[src/rtl/tspc_pkg.sv]
// ----------------------------------------------------------------------------
// tspc_pkg
// Shared types and constants of the train speed PI controller.
// ----------------------------------------------------------------------------
package tspc_pkg;

  localparam int FRAC_BITS_DEF = 16;
  localparam int CFG_W         = 16;
  localparam int CFG_IDX_W     = 2;
  localparam int SPEED_W       = 7;
  localparam int TEMP_W        = 8;
  localparam int POWER_W       = 32;
  localparam int INT_W         = 48;
  localparam int HALF_W        = 24;
  localparam int MUL_A_W       = CFG_W + 1;
  localparam int MUL_B_W_DEF   = FRAC_BITS_DEF + 10;
  localparam int SPEED_MAX     = 43;
  localparam int POWER_CAP     = 120000;

  localparam logic [CFG_IDX_W-1:0] CFG_PROP_GAIN     = 2'd0;
  localparam logic [CFG_IDX_W-1:0] CFG_INTEGRAL_GAIN = 2'd1;
  localparam logic [CFG_IDX_W-1:0] CFG_SAMPLE_PERIOD = 2'd2;

  typedef enum logic [3:0] {
    ACT_SPEED_UP    = 4'd0,
    ACT_SPEED_DOWN  = 4'd1,
    ACT_BRAKE       = 4'd2,
    ACT_TEMP_DOWN   = 4'd3,
    ACT_TEMP_UP     = 4'd4,
    ACT_LEFT_DOORS  = 4'd5,
    ACT_RIGHT_DOORS = 4'd6,
    ACT_LIGHTS      = 4'd7,
    ACT_AUTO        = 4'd8,
    ACT_EBRAKE      = 4'd9,
    ACT_CMD_SPEED   = 4'd10,
    ACT_CUR_SPEED   = 4'd11
  } action_t;

endpackage

[src/rtl/tspc_mul.sv]
// ----------------------------------------------------------------------------
// tspc_mul
// Shared signed multiplier with a registered product.
// ----------------------------------------------------------------------------
module tspc_mul #(
  parameter int A_W = tspc_pkg::MUL_A_W,
  parameter int B_W = tspc_pkg::MUL_B_W_DEF
) (
  input  logic                     clk,
  input  logic signed [A_W-1:0]    a,
  input  logic signed [B_W-1:0]    b,
  output logic signed [A_W+B_W-1:0] p_r
);
  import tspc_pkg::*;

  always_ff @(posedge clk) begin
    p_r <= a * b;
  end

endmodule

[src/rtl/train_speed_pi_controller.sv]
// ----------------------------------------------------------------------------
// train_speed_pi_controller
// Operator and train event processor with a trapezoidal PI power loop.
//
//   channel | handshake         | payload
//   --------+-------------------+--------------------------------------------
//   in      | in_valid/in_stall | in_action, in_speed_value
//   out     | out_valid/out_stall | power, set/current speed, temp, flags
//   cfg     | cfg_we            | cfg_index, cfg_wdata
//
// Speed up, speed down and current speed events run the PI update: five passes
// through the one shared multiplier plus the saturating add, clamp and final
// compare steps between them. All other events give their result in the cycle
// after the transaction. A result waits in the output register; a new
// transaction is taken once the block is idle and that register is empty or
// being emptied. Reset initialises valid, event, config and integrator state.
// ----------------------------------------------------------------------------
module train_speed_pi_controller #(
  parameter int FRAC_BITS = tspc_pkg::FRAC_BITS_DEF
) (
  input  logic                              clk,
  input  logic                              rst_n,
  input  logic                              in_valid,
  output logic                              in_stall,
  input  logic [3:0]                        in_action,
  input  logic [tspc_pkg::SPEED_W-1:0]      in_speed_value,
  output logic                              out_valid,
  input  logic                              out_stall,
  output logic signed [tspc_pkg::POWER_W-1:0] out_power_watts,
  output logic                              out_power_updated,
  output logic [tspc_pkg::SPEED_W-1:0]      out_set_speed_out,
  output logic [tspc_pkg::SPEED_W-1:0]      out_current_speed_out,
  output logic signed [tspc_pkg::TEMP_W-1:0] out_cabin_temp,
  output logic                              out_brake_on,
  output logic                              out_ebrake_on,
  output logic                              out_auto_mode,
  output logic                              out_left_doors_open,
  output logic                              out_right_doors_open,
  output logic                              out_lights_on,
  input  logic                              cfg_we,
  input  logic [tspc_pkg::CFG_IDX_W-1:0]    cfg_index,
  input  logic [tspc_pkg::CFG_W-1:0]        cfg_wdata
);
  import tspc_pkg::*;

  localparam int CONV_W = FRAC_BITS + 1;
  localparam longint unsigned ConvFull =
    ((64'd160934 << FRAC_BITS) + 64'd50000) / 64'd100000;
  localparam logic [CONV_W-1:0] Conv = ConvFull[CONV_W-1:0];
  localparam int ERR_W  = FRAC_BITS + 9;
  localparam int SUM_W  = ERR_W + 1;
  localparam int MB_W   = (SUM_W > HALF_W + 1) ? SUM_W : HALF_W + 1;
  localparam int P_W    = MUL_A_W + MB_W;
  localparam int INC_W  = SUM_W + 8;
  localparam int KP_W   = CFG_W + HALF_W + 1;
  localparam logic signed [63:0] CapFix   = 64'(POWER_CAP) <<< FRAC_BITS;
  localparam logic signed [63:0] TermLim  = 64'sh4000_0000_0000_0000;
  localparam logic signed [63:0] Int32Min = -64'sd2147483648;
  localparam logic signed [INT_W-1:0] IntMax = {1'b0, {(INT_W-1){1'b1}}};
  localparam logic signed [INT_W-1:0] IntMin = {1'b1, {(INT_W-1){1'b0}}};

  typedef enum logic [3:0] {
    S_IDLE, S_MERR, S_SUM, S_MINC, S_INTEG, S_MLO, S_MHI, S_KSUM, S_PSUM, S_DONE
  } state_t;

  state_t state_r;

  logic [CFG_W-1:0] prop_gain_r, integral_gain_r, sample_period_r;
  logic [SPEED_W-1:0] set_r, cur_r, cmd_r;
  logic signed [TEMP_W-1:0] temp_r;
  logic brake_r, ebrake_r, auto_r, left_r, right_r, lights_r;
  logic signed [ERR_W-1:0] prev_r, err_r;
  logic signed [SUM_W-1:0] sum_r;
  logic signed [INT_W-1:0] integ_r;
  logic signed [POWER_W-1:0] last_power_r;
  logic signed [63:0] pterm_r, ki_r, pwr_r;
  logic [KP_W-1:0] klo_r;
  logic out_valid_r;

  logic [SPEED_W-1:0] set_nxt, cur_nxt, cmd_nxt;
  logic signed [TEMP_W-1:0] temp_nxt;
  logic brake_nxt, ebrake_nxt, auto_nxt, left_nxt, right_nxt, lights_nxt;
  logic signed [POWER_W-1:0] power_evt_nxt, power_nxt;
  logic upd_nxt, pi_nxt;

  logic out_free, in_accept, out_load;
  logic signed [7:0] diff;
  logic signed [MUL_A_W-1:0] mul_a;
  logic signed [MB_W-1:0] mul_b;
  logic signed [P_W-1:0] prod_r;
  logic signed [INC_W-1:0] inc;
  logic signed [INT_W:0] integ_sum;
  logic signed [INT_W-1:0] integ_nxt;
  logic signed [63:0] ki_nxt, ki_sat, pwr_sh;
  logic cap_hit;

  assign out_free  = !out_valid_r || !out_stall;
  assign in_stall  = (state_r != S_IDLE) || !out_free;
  assign in_accept = in_valid && !in_stall;
  assign out_valid = out_valid_r;
  assign out_load  = (in_accept && !pi_nxt) || ((state_r == S_DONE) && out_free);

  always_comb begin
    set_nxt       = set_r;
    cur_nxt       = cur_r;
    cmd_nxt       = cmd_r;
    temp_nxt      = temp_r;
    brake_nxt     = brake_r;
    ebrake_nxt    = ebrake_r;
    auto_nxt      = auto_r;
    left_nxt      = left_r;
    right_nxt     = right_r;
    lights_nxt    = lights_r;
    power_evt_nxt = last_power_r;
    upd_nxt       = 1'b0;
    pi_nxt        = 1'b0;
    case (action_t'(in_action))
      ACT_SPEED_UP: begin
        set_nxt = (set_r >= SPEED_W'(SPEED_MAX)) ? SPEED_W'(SPEED_MAX) : set_r + 1'b1;
        pi_nxt  = 1'b1;
      end
      ACT_SPEED_DOWN: begin
        set_nxt = (set_r <= SPEED_W'(1)) ? '0 : set_r - 1'b1;
        pi_nxt  = 1'b1;
      end
      ACT_BRAKE: begin
        cur_nxt       = '0;
        brake_nxt     = 1'b1;
        power_evt_nxt = '0;
        upd_nxt       = 1'b1;
      end
      ACT_TEMP_DOWN: begin
        if (temp_r != {1'b1, {(TEMP_W-1){1'b0}}}) temp_nxt = temp_r - 8'sd1;
      end
      ACT_TEMP_UP: begin
        if (temp_r != {1'b0, {(TEMP_W-1){1'b1}}}) temp_nxt = temp_r + 8'sd1;
      end
      ACT_LEFT_DOORS:  left_nxt   = !left_r;
      ACT_RIGHT_DOORS: right_nxt  = !right_r;
      ACT_LIGHTS:      lights_nxt = !lights_r;
      ACT_AUTO: begin
        auto_nxt = !auto_r;
        if (!auto_r) set_nxt = cmd_r;
      end
      ACT_EBRAKE: begin
        cur_nxt    = '0;
        ebrake_nxt = !ebrake_r;
      end
      ACT_CMD_SPEED: cmd_nxt = in_speed_value;
      ACT_CUR_SPEED: begin
        cur_nxt = in_speed_value;
        pi_nxt  = 1'b1;
      end
      default: ;
    endcase
  end

  assign diff = $signed({1'b0, set_r}) - $signed({1'b0, cur_r});

  always_comb begin
    mul_a = $signed({1'b0, integral_gain_r});
    mul_b = MB_W'($signed(integ_r[INT_W-1:HALF_W]));
    case (state_r)
      S_MERR: begin
        mul_a = MUL_A_W'(diff);
        mul_b = MB_W'($signed({1'b0, Conv}));
      end
      S_MINC: begin
        mul_a = $signed({1'b0, sample_period_r});
        mul_b = MB_W'(sum_r);
      end
      S_INTEG: begin
        mul_a = $signed({1'b0, prop_gain_r});
        mul_b = MB_W'(err_r);
      end
      S_MLO: begin
        mul_a = $signed({1'b0, integral_gain_r});
        mul_b = MB_W'($signed({1'b0, integ_r[HALF_W-1:0]}));
      end
      default: ;
    endcase
  end

  tspc_mul #(
    .A_W (MUL_A_W),
    .B_W (MB_W)
  ) u_mul (
    .clk (clk),
    .a   (mul_a),
    .b   (mul_b),
    .p_r (prod_r)
  );

  assign inc       = $signed(prod_r[SUM_W+16:9]);
  assign integ_sum = (INT_W+1)'(integ_r) + (INT_W+1)'(inc);
  always_comb begin
    if (integ_sum[INT_W] != integ_sum[INT_W-1]) begin
      integ_nxt = integ_sum[INT_W] ? IntMin : IntMax;
    end else begin
      integ_nxt = integ_sum[INT_W-1:0];
    end
  end

  assign ki_nxt = (64'($signed(prod_r[KP_W-1:0])) <<< HALF_W) + 64'(klo_r);

  always_comb begin
    if (ki_r > TermLim) begin
      ki_sat = TermLim;
    end else if (ki_r < -TermLim) begin
      ki_sat = -TermLim;
    end else begin
      ki_sat = ki_r;
    end
  end

  assign cap_hit = pwr_r > CapFix;
  assign pwr_sh  = pwr_r >>> FRAC_BITS;
  always_comb begin
    if (cap_hit) begin
      power_nxt = POWER_W'(POWER_CAP);
    end else if (pwr_sh < Int32Min) begin
      power_nxt = Int32Min[POWER_W-1:0];
    end else begin
      power_nxt = pwr_sh[POWER_W-1:0];
    end
  end

  always_ff @(posedge clk) begin
    if (!rst_n) begin
      state_r         <= S_IDLE;
      out_valid_r     <= 1'b0;
      prop_gain_r     <= '0;
      integral_gain_r <= '0;
      sample_period_r <= CFG_W'(256);
      set_r           <= '0;
      cur_r           <= '0;
      cmd_r           <= '0;
      temp_r          <= '0;
      brake_r         <= 1'b0;
      ebrake_r        <= 1'b0;
      auto_r          <= 1'b0;
      left_r          <= 1'b0;
      right_r         <= 1'b0;
      lights_r        <= 1'b0;
      prev_r          <= '0;
      integ_r         <= '0;
      last_power_r    <= '0;
    end else begin
      if (cfg_we) begin
        case (cfg_index)
          CFG_PROP_GAIN:     prop_gain_r     <= cfg_wdata;
          CFG_INTEGRAL_GAIN: integral_gain_r <= cfg_wdata;
          CFG_SAMPLE_PERIOD: sample_period_r <= cfg_wdata;
          default: ;
        endcase
      end

      if (out_load) begin
        out_valid_r <= 1'b1;
      end else if (!out_stall) begin
        out_valid_r <= 1'b0;
      end

      case (state_r)
        S_IDLE: begin
          if (in_accept) begin
            set_r        <= set_nxt;
            cur_r        <= cur_nxt;
            cmd_r        <= cmd_nxt;
            temp_r       <= temp_nxt;
            brake_r      <= brake_nxt;
            ebrake_r     <= ebrake_nxt;
            auto_r       <= auto_nxt;
            left_r       <= left_nxt;
            right_r      <= right_nxt;
            lights_r     <= lights_nxt;
            last_power_r <= power_evt_nxt;
            if (pi_nxt) begin
              state_r <= S_MERR;
            end else begin
              out_power_watts       <= power_evt_nxt;
              out_power_updated     <= upd_nxt;
              out_set_speed_out     <= set_nxt;
              out_current_speed_out <= cur_nxt;
              out_cabin_temp        <= temp_nxt;
              out_brake_on          <= brake_nxt;
              out_ebrake_on         <= ebrake_nxt;
              out_auto_mode         <= auto_nxt;
              out_left_doors_open   <= left_nxt;
              out_right_doors_open  <= right_nxt;
              out_lights_on         <= lights_nxt;
            end
          end
        end
        S_MERR: state_r <= S_SUM;
        S_SUM: begin
          err_r   <= $signed(prod_r[ERR_W-1:0]);
          sum_r   <= SUM_W'($signed(prod_r[ERR_W-1:0])) + SUM_W'(prev_r);
          state_r <= S_MINC;
        end
        S_MINC: begin
          prev_r  <= err_r;
          state_r <= S_INTEG;
        end
        S_INTEG: begin
          integ_r <= integ_nxt;
          state_r <= S_MLO;
        end
        S_MLO: begin
          pterm_r <= 64'(prod_r);
          state_r <= S_MHI;
        end
        S_MHI: begin
          klo_r   <= prod_r[KP_W-1:0];
          state_r <= S_KSUM;
        end
        S_KSUM: begin
          ki_r    <= ki_nxt;
          state_r <= S_PSUM;
        end
        S_PSUM: begin
          pwr_r   <= pterm_r + ki_sat;
          state_r <= S_DONE;
        end
        S_DONE: begin
          if (out_free) begin
            last_power_r <= power_nxt;
            if (cap_hit) integ_r <= CapFix[INT_W-1:0];
            out_power_watts       <= power_nxt;
            out_power_updated     <= 1'b1;
            out_set_speed_out     <= set_r;
            out_current_speed_out <= cur_r;
            out_cabin_temp        <= temp_r;
            out_brake_on          <= brake_r;
            out_ebrake_on         <= ebrake_r;
            out_auto_mode         <= auto_r;
            out_left_doors_open   <= left_r;
            out_right_doors_open  <= right_r;
            out_lights_on         <= lights_r;
            state_r               <= S_IDLE;
          end
        end
        default: state_r <= S_IDLE;
      endcase
    end
  end

endmodule
[config.mk]
export PLATFORM = sky130hd
export DESIGN_NAME = train_speed_pi_controller
export DESIGN_NICKNAME = d
export VERILOG_FILES = /design/src/rtl/tspc_pkg.sv /design/src/rtl/tspc_mul.sv /design/src/rtl/train_speed_pi_controller.sv
export SDC_FILE = /design/constraint.sdc
export NUM_CORES = 2
export LEC_CHECK = 0
export ABC_AREA = 1
export ABC_CLOCK_PERIOD_IN_PS = 13200
export BUFFER_PORTS_ARGS = -buffer_cell sky130_fd_sc_hd__buf_2
export CORE_MARGIN = 3
export CORE_UTILIZATION = 30
export CTS_CLUSTER_SIZE = 16
export DETAILED_ROUTE_END_ITERATION = 12
export PLACE_DENSITY_LB_ADDON = 0.15
export SLEW_MARGIN = 20
export SYNTH_ARGS = -nofsm -noshare
export SYNTH_HDL_FRONTEND = slang
export SYNTH_SLANG_ARGS = --single-unit
[constraint.sdc]
create_clock -name clk -period 13.2 [get_ports clk]
set_input_delay 3.96 -clock clk [delete_from_list [all_inputs] [get_ports clk]]
set_output_delay 3.96 -clock clk [all_outputs]
set_load 0.005 [all_outputs]
==> summary.txt <==
Drt
  – Final WL: 177000 µm
  – First-iteration detailed-routing DRC count: 3279
  – Via-per-instance ratio: 4.85
  – Pre-antenna DRT Iters: 6
  – # DRC: 0
  – ANT nets after route: 0
  – Wire per inst: 20.4 µm
  – Via count: 42092

Global route
  – Vias in the first global route: 41662
  – Total GRT Usage: 0.208
  – Antenna violations before repair: 5
  – Largest net degree at the start of global routing: 83
  – Grt ovf: 0
  – First-pass GRT wire length: 266000 µm

Floorplan
  – Die area: 170000 µm²
  – Area of the core: 163000 µm²
  – Boundary pin count: 97
  – Die width: 412 µm
  – Die height: 412 µm
  – Row Count: 148
  – Starting density of the core: 0.303

Timing
  – Min cycle time layout: 9.73 ns
  – RSZ-0062 raised after global routing: false
  – Fmax: 0.103 GHz
  – Fin. max-slew vios: 0
  – Hold Fails Final Rpt: 0
  – Period utilization: 0.737
  – Setup TNS Final: 0 ns
  – Count of final setup violators: 0
  – Worst slew margin: 0.241
  – Max Clock Skew: 0.0372 ns
  – Worst-margin pin slew: 1.14 ns

Run
  – Max cap viols: 0

CTS
  – Clock-pin slew on the worst setup and hold paths: 0.06 ns
  – Clock root buffer: clkbuf_16
  – CTS buffer count: 70
  – CTS tree: built
  – Post-CTS Hold Fix Bufs: 0
  – CTS H-tree depth: 3
  – # resized after CTS: 0
  – Post-CTS setup buffers: 0
  – Clock sinks: 560
  – Clock network latency to the later pin of the worst-skew pair: 0.67 ns
  – Largest buffer count on any clock path: 3

Critical path
  – Slowest CP cell: clkinv_1
  – Slowest cell delay on critical path: 0.81 ns
  – Crit path top cell by count: inv_1
  – Crit path kind: register to register
  – Crit path arrival time: 10.27 ns
  – Crit. End Element: register
  – CP Data Required Time: 13.74 ns
  – CP max FO: 29
  – Top delay family on crit path: adder cells
  – CP Buf/Inv Count: 11
  – Crit start category: register

Yosys
  – Register area share after synthesis: 0.293
  – Synth warn: 0
  – EDFF count, synth: 324
  – Synth Area per Inst: 7.77 µm²
  – #FFs+latches synth: 560
  – Syn Std Cell Area: 49400 µm²
  – Mapped Cells: 6360
  – Post-synth cell types: 63
  – Synth async-reset ratio: 0
  – Ys flop type: edfxtp_1

Power
  – Peak VDD IR: 0.228 mV
  – PwrDens: 249 nW/µm²
  – Static Leak: 25.4 nW

Placement
  – GPL Wtd Cong: 0.936
  – Cells after DPL: 8541
  – DP Area: 52500 µm²
  – PortBufs: 96
  – Hpwl dp: 142000 µm

Finish
  – Commonest non-fill, non-tap cell in the layout: nand2_1
  – Ant diodes: 0
  – Final #Nets: 7178
  – Share of cells above drive strength 1: 0.0567
  – Post-Layout Cell Count: 8670
  – Commonest cells after routing, fill and taps aside: 1232 x nand2_1, 1148 x inv_1, 855 x nor2_1
  – Post-Layout Inst Area: 54900 µm²
  – Synthesis-to-layout area growth: 11.1%

Status
  – Status: complete, no violations

Min path
  – Min-Delay Path Class: register to register
## path summary, 6_finish.rpt
check	from	end	slack, ns	cells past startpoint
worst min register to register	klo_r[0]	ki_r[0]	0.41	0
worst max register to register	state_r[3]	u_mul.p_r[42]	3.47	33
worst max-delay path	state_r[3]	u_mul.p_r[42]	3.47	33
worst min-delay path	klo_r[0]	ki_r[0]	0.41	0
## synthesized netlist by cell type (6+ instances only)
cell | instances | area share
nand3_1 | 413 | 0.042
o21ai_0 | 321 | 0.033
o2111ai_1 | 7 | 0.0012
buf_2 | 50 | 0.0051
clkinv_1 | 8 | 0.00061
ha_1 | 269 | 0.068
inv_2 | 16 | 0.0012
o21ai_2 | 8 | 0.0014
inv_1 | 1150 | 0.087
or2_2 | 10 | 0.0013
o211ai_1 | 15 | 0.0023
o21bai_1 | 48 | 0.0073
a21boi_0 | 11 | 0.0017
fa_1 | 437 | 0.18
buf_4 | 21 | 0.0032
nand4_1 | 72 | 0.0091
xor2_1 | 120 | 0.021
nor3_1 | 45 | 0.0046
a211oi_1 | 22 | 0.0033
nor2_1 | 864 | 0.066
a31oi_1 | 23 | 0.0029
a21oi_1 | 334 | 0.034
buf_1 | 6 | 0.00046
o22ai_1 | 10 | 0.0013
a221oi_2 | 8 | 0.0024
nand2_1 | 1237 | 0.094
a21o_1 | 20 | 0.0030
nand2_2 | 8 | 0.0010
clkbuf_1 | 94 | 0.0071
xnor2_1 | 58 | 0.010
dfxtp_1 | 236 | 0.096
nor4_1 | 27 | 0.0034
edfxtp_1 | 324 | 0.20
## layout make-up
class | instances | area [µm²]
Multi-Input combinational cell | 4462 | 29800
Clock inverter | 43 | 504
Fill cell | 17377 | 108000
Clock buffer | 86 | 1930
Tap cell | 2175 | 2720
Timing Repair Buffer | 169 | 1030
Inverter | 1175 | 4410
Sequential cell | 560 | 14500
## metal layers
layer / wire length [µm] / GRT usage / vias to the layer above / part of all wire
met2: 82100 / 0.340 / 1129 / 0.46
met5: 26 / 0 / - / 0.00015
met1: 80300 / 0.285 / 20386 / 0.45
met3: 9160 / 0.0248 / 230 / 0.052
li1: - / - / 20343 / -
met4: 5630 / 0.0653 / 4 / 0.032
## sequential cells by signal (all words and copies together) (netlist names), 4 cells and up
name	cells
set_r	7
integ_r	48
out_set_speed_out	7
out_power_watts	32
integral_gain_r	16
sample_period_r	16
cur_r	7
last_power_r	32
state_r	4
pterm_r	43
prop_gain_r	16
prev_r	25
pwr_r	64
cmd_r	7
out_current_speed_out	7
klo_r	41
u_mul.p_r	43
ki_r	64
out_cabin_temp	8
temp_r	8
err_r	25
sum_r	26
## through the flow
step / hold WS, ns / total power [mW] / utilization / setup slack [ns]
after floorplan: 0.400 / 8.60 / - / 4.99
after global placement: 0.401 / 11.8 / 0.322 / 3.75
after detailed placement: 0.405 / 11.7 / 0.322 / 3.62
after CTS: 0.414 / 13.9 / 0.336 / 3.57
after global routing: 0.414 / 15.0 / 0.336 / 2.80
final: 0.413 / 13.7 / 0.336 / 3.47
## where the power goes
group / total (mW) / switching, mW / internal [mW]
Sequential: 2.44 / 0.239 / 2.20
Clock: 2.05 / 0.838 / 1.21
Combinational: 9.18 / 6.20 / 2.97
Total: 13.7 / 7.28 / 6.39
## worst reg2reg max path: cells and delay by family, from the launching register on
kind,cells,cell delay [ns]
buf+inv,11,2.14
flops,1,0.33
xor+xnor,1,0.14
fa+ha+maj,7,3.80
compound gates,5,1.15
simple gates,9,2.04
## kinds of logic after synthesis
family                   synth area share
AO/OA/AOI/OAI                      0.0981
buffers and inverters               0.106
other                           0.0000759
flip-flops                          0.293
XOR/XNOR                           0.0316
AND/OR/NAND/NOR                     0.226
adder cells (fa/ha/maj)             0.245
(Power assumes the default switching activity.)
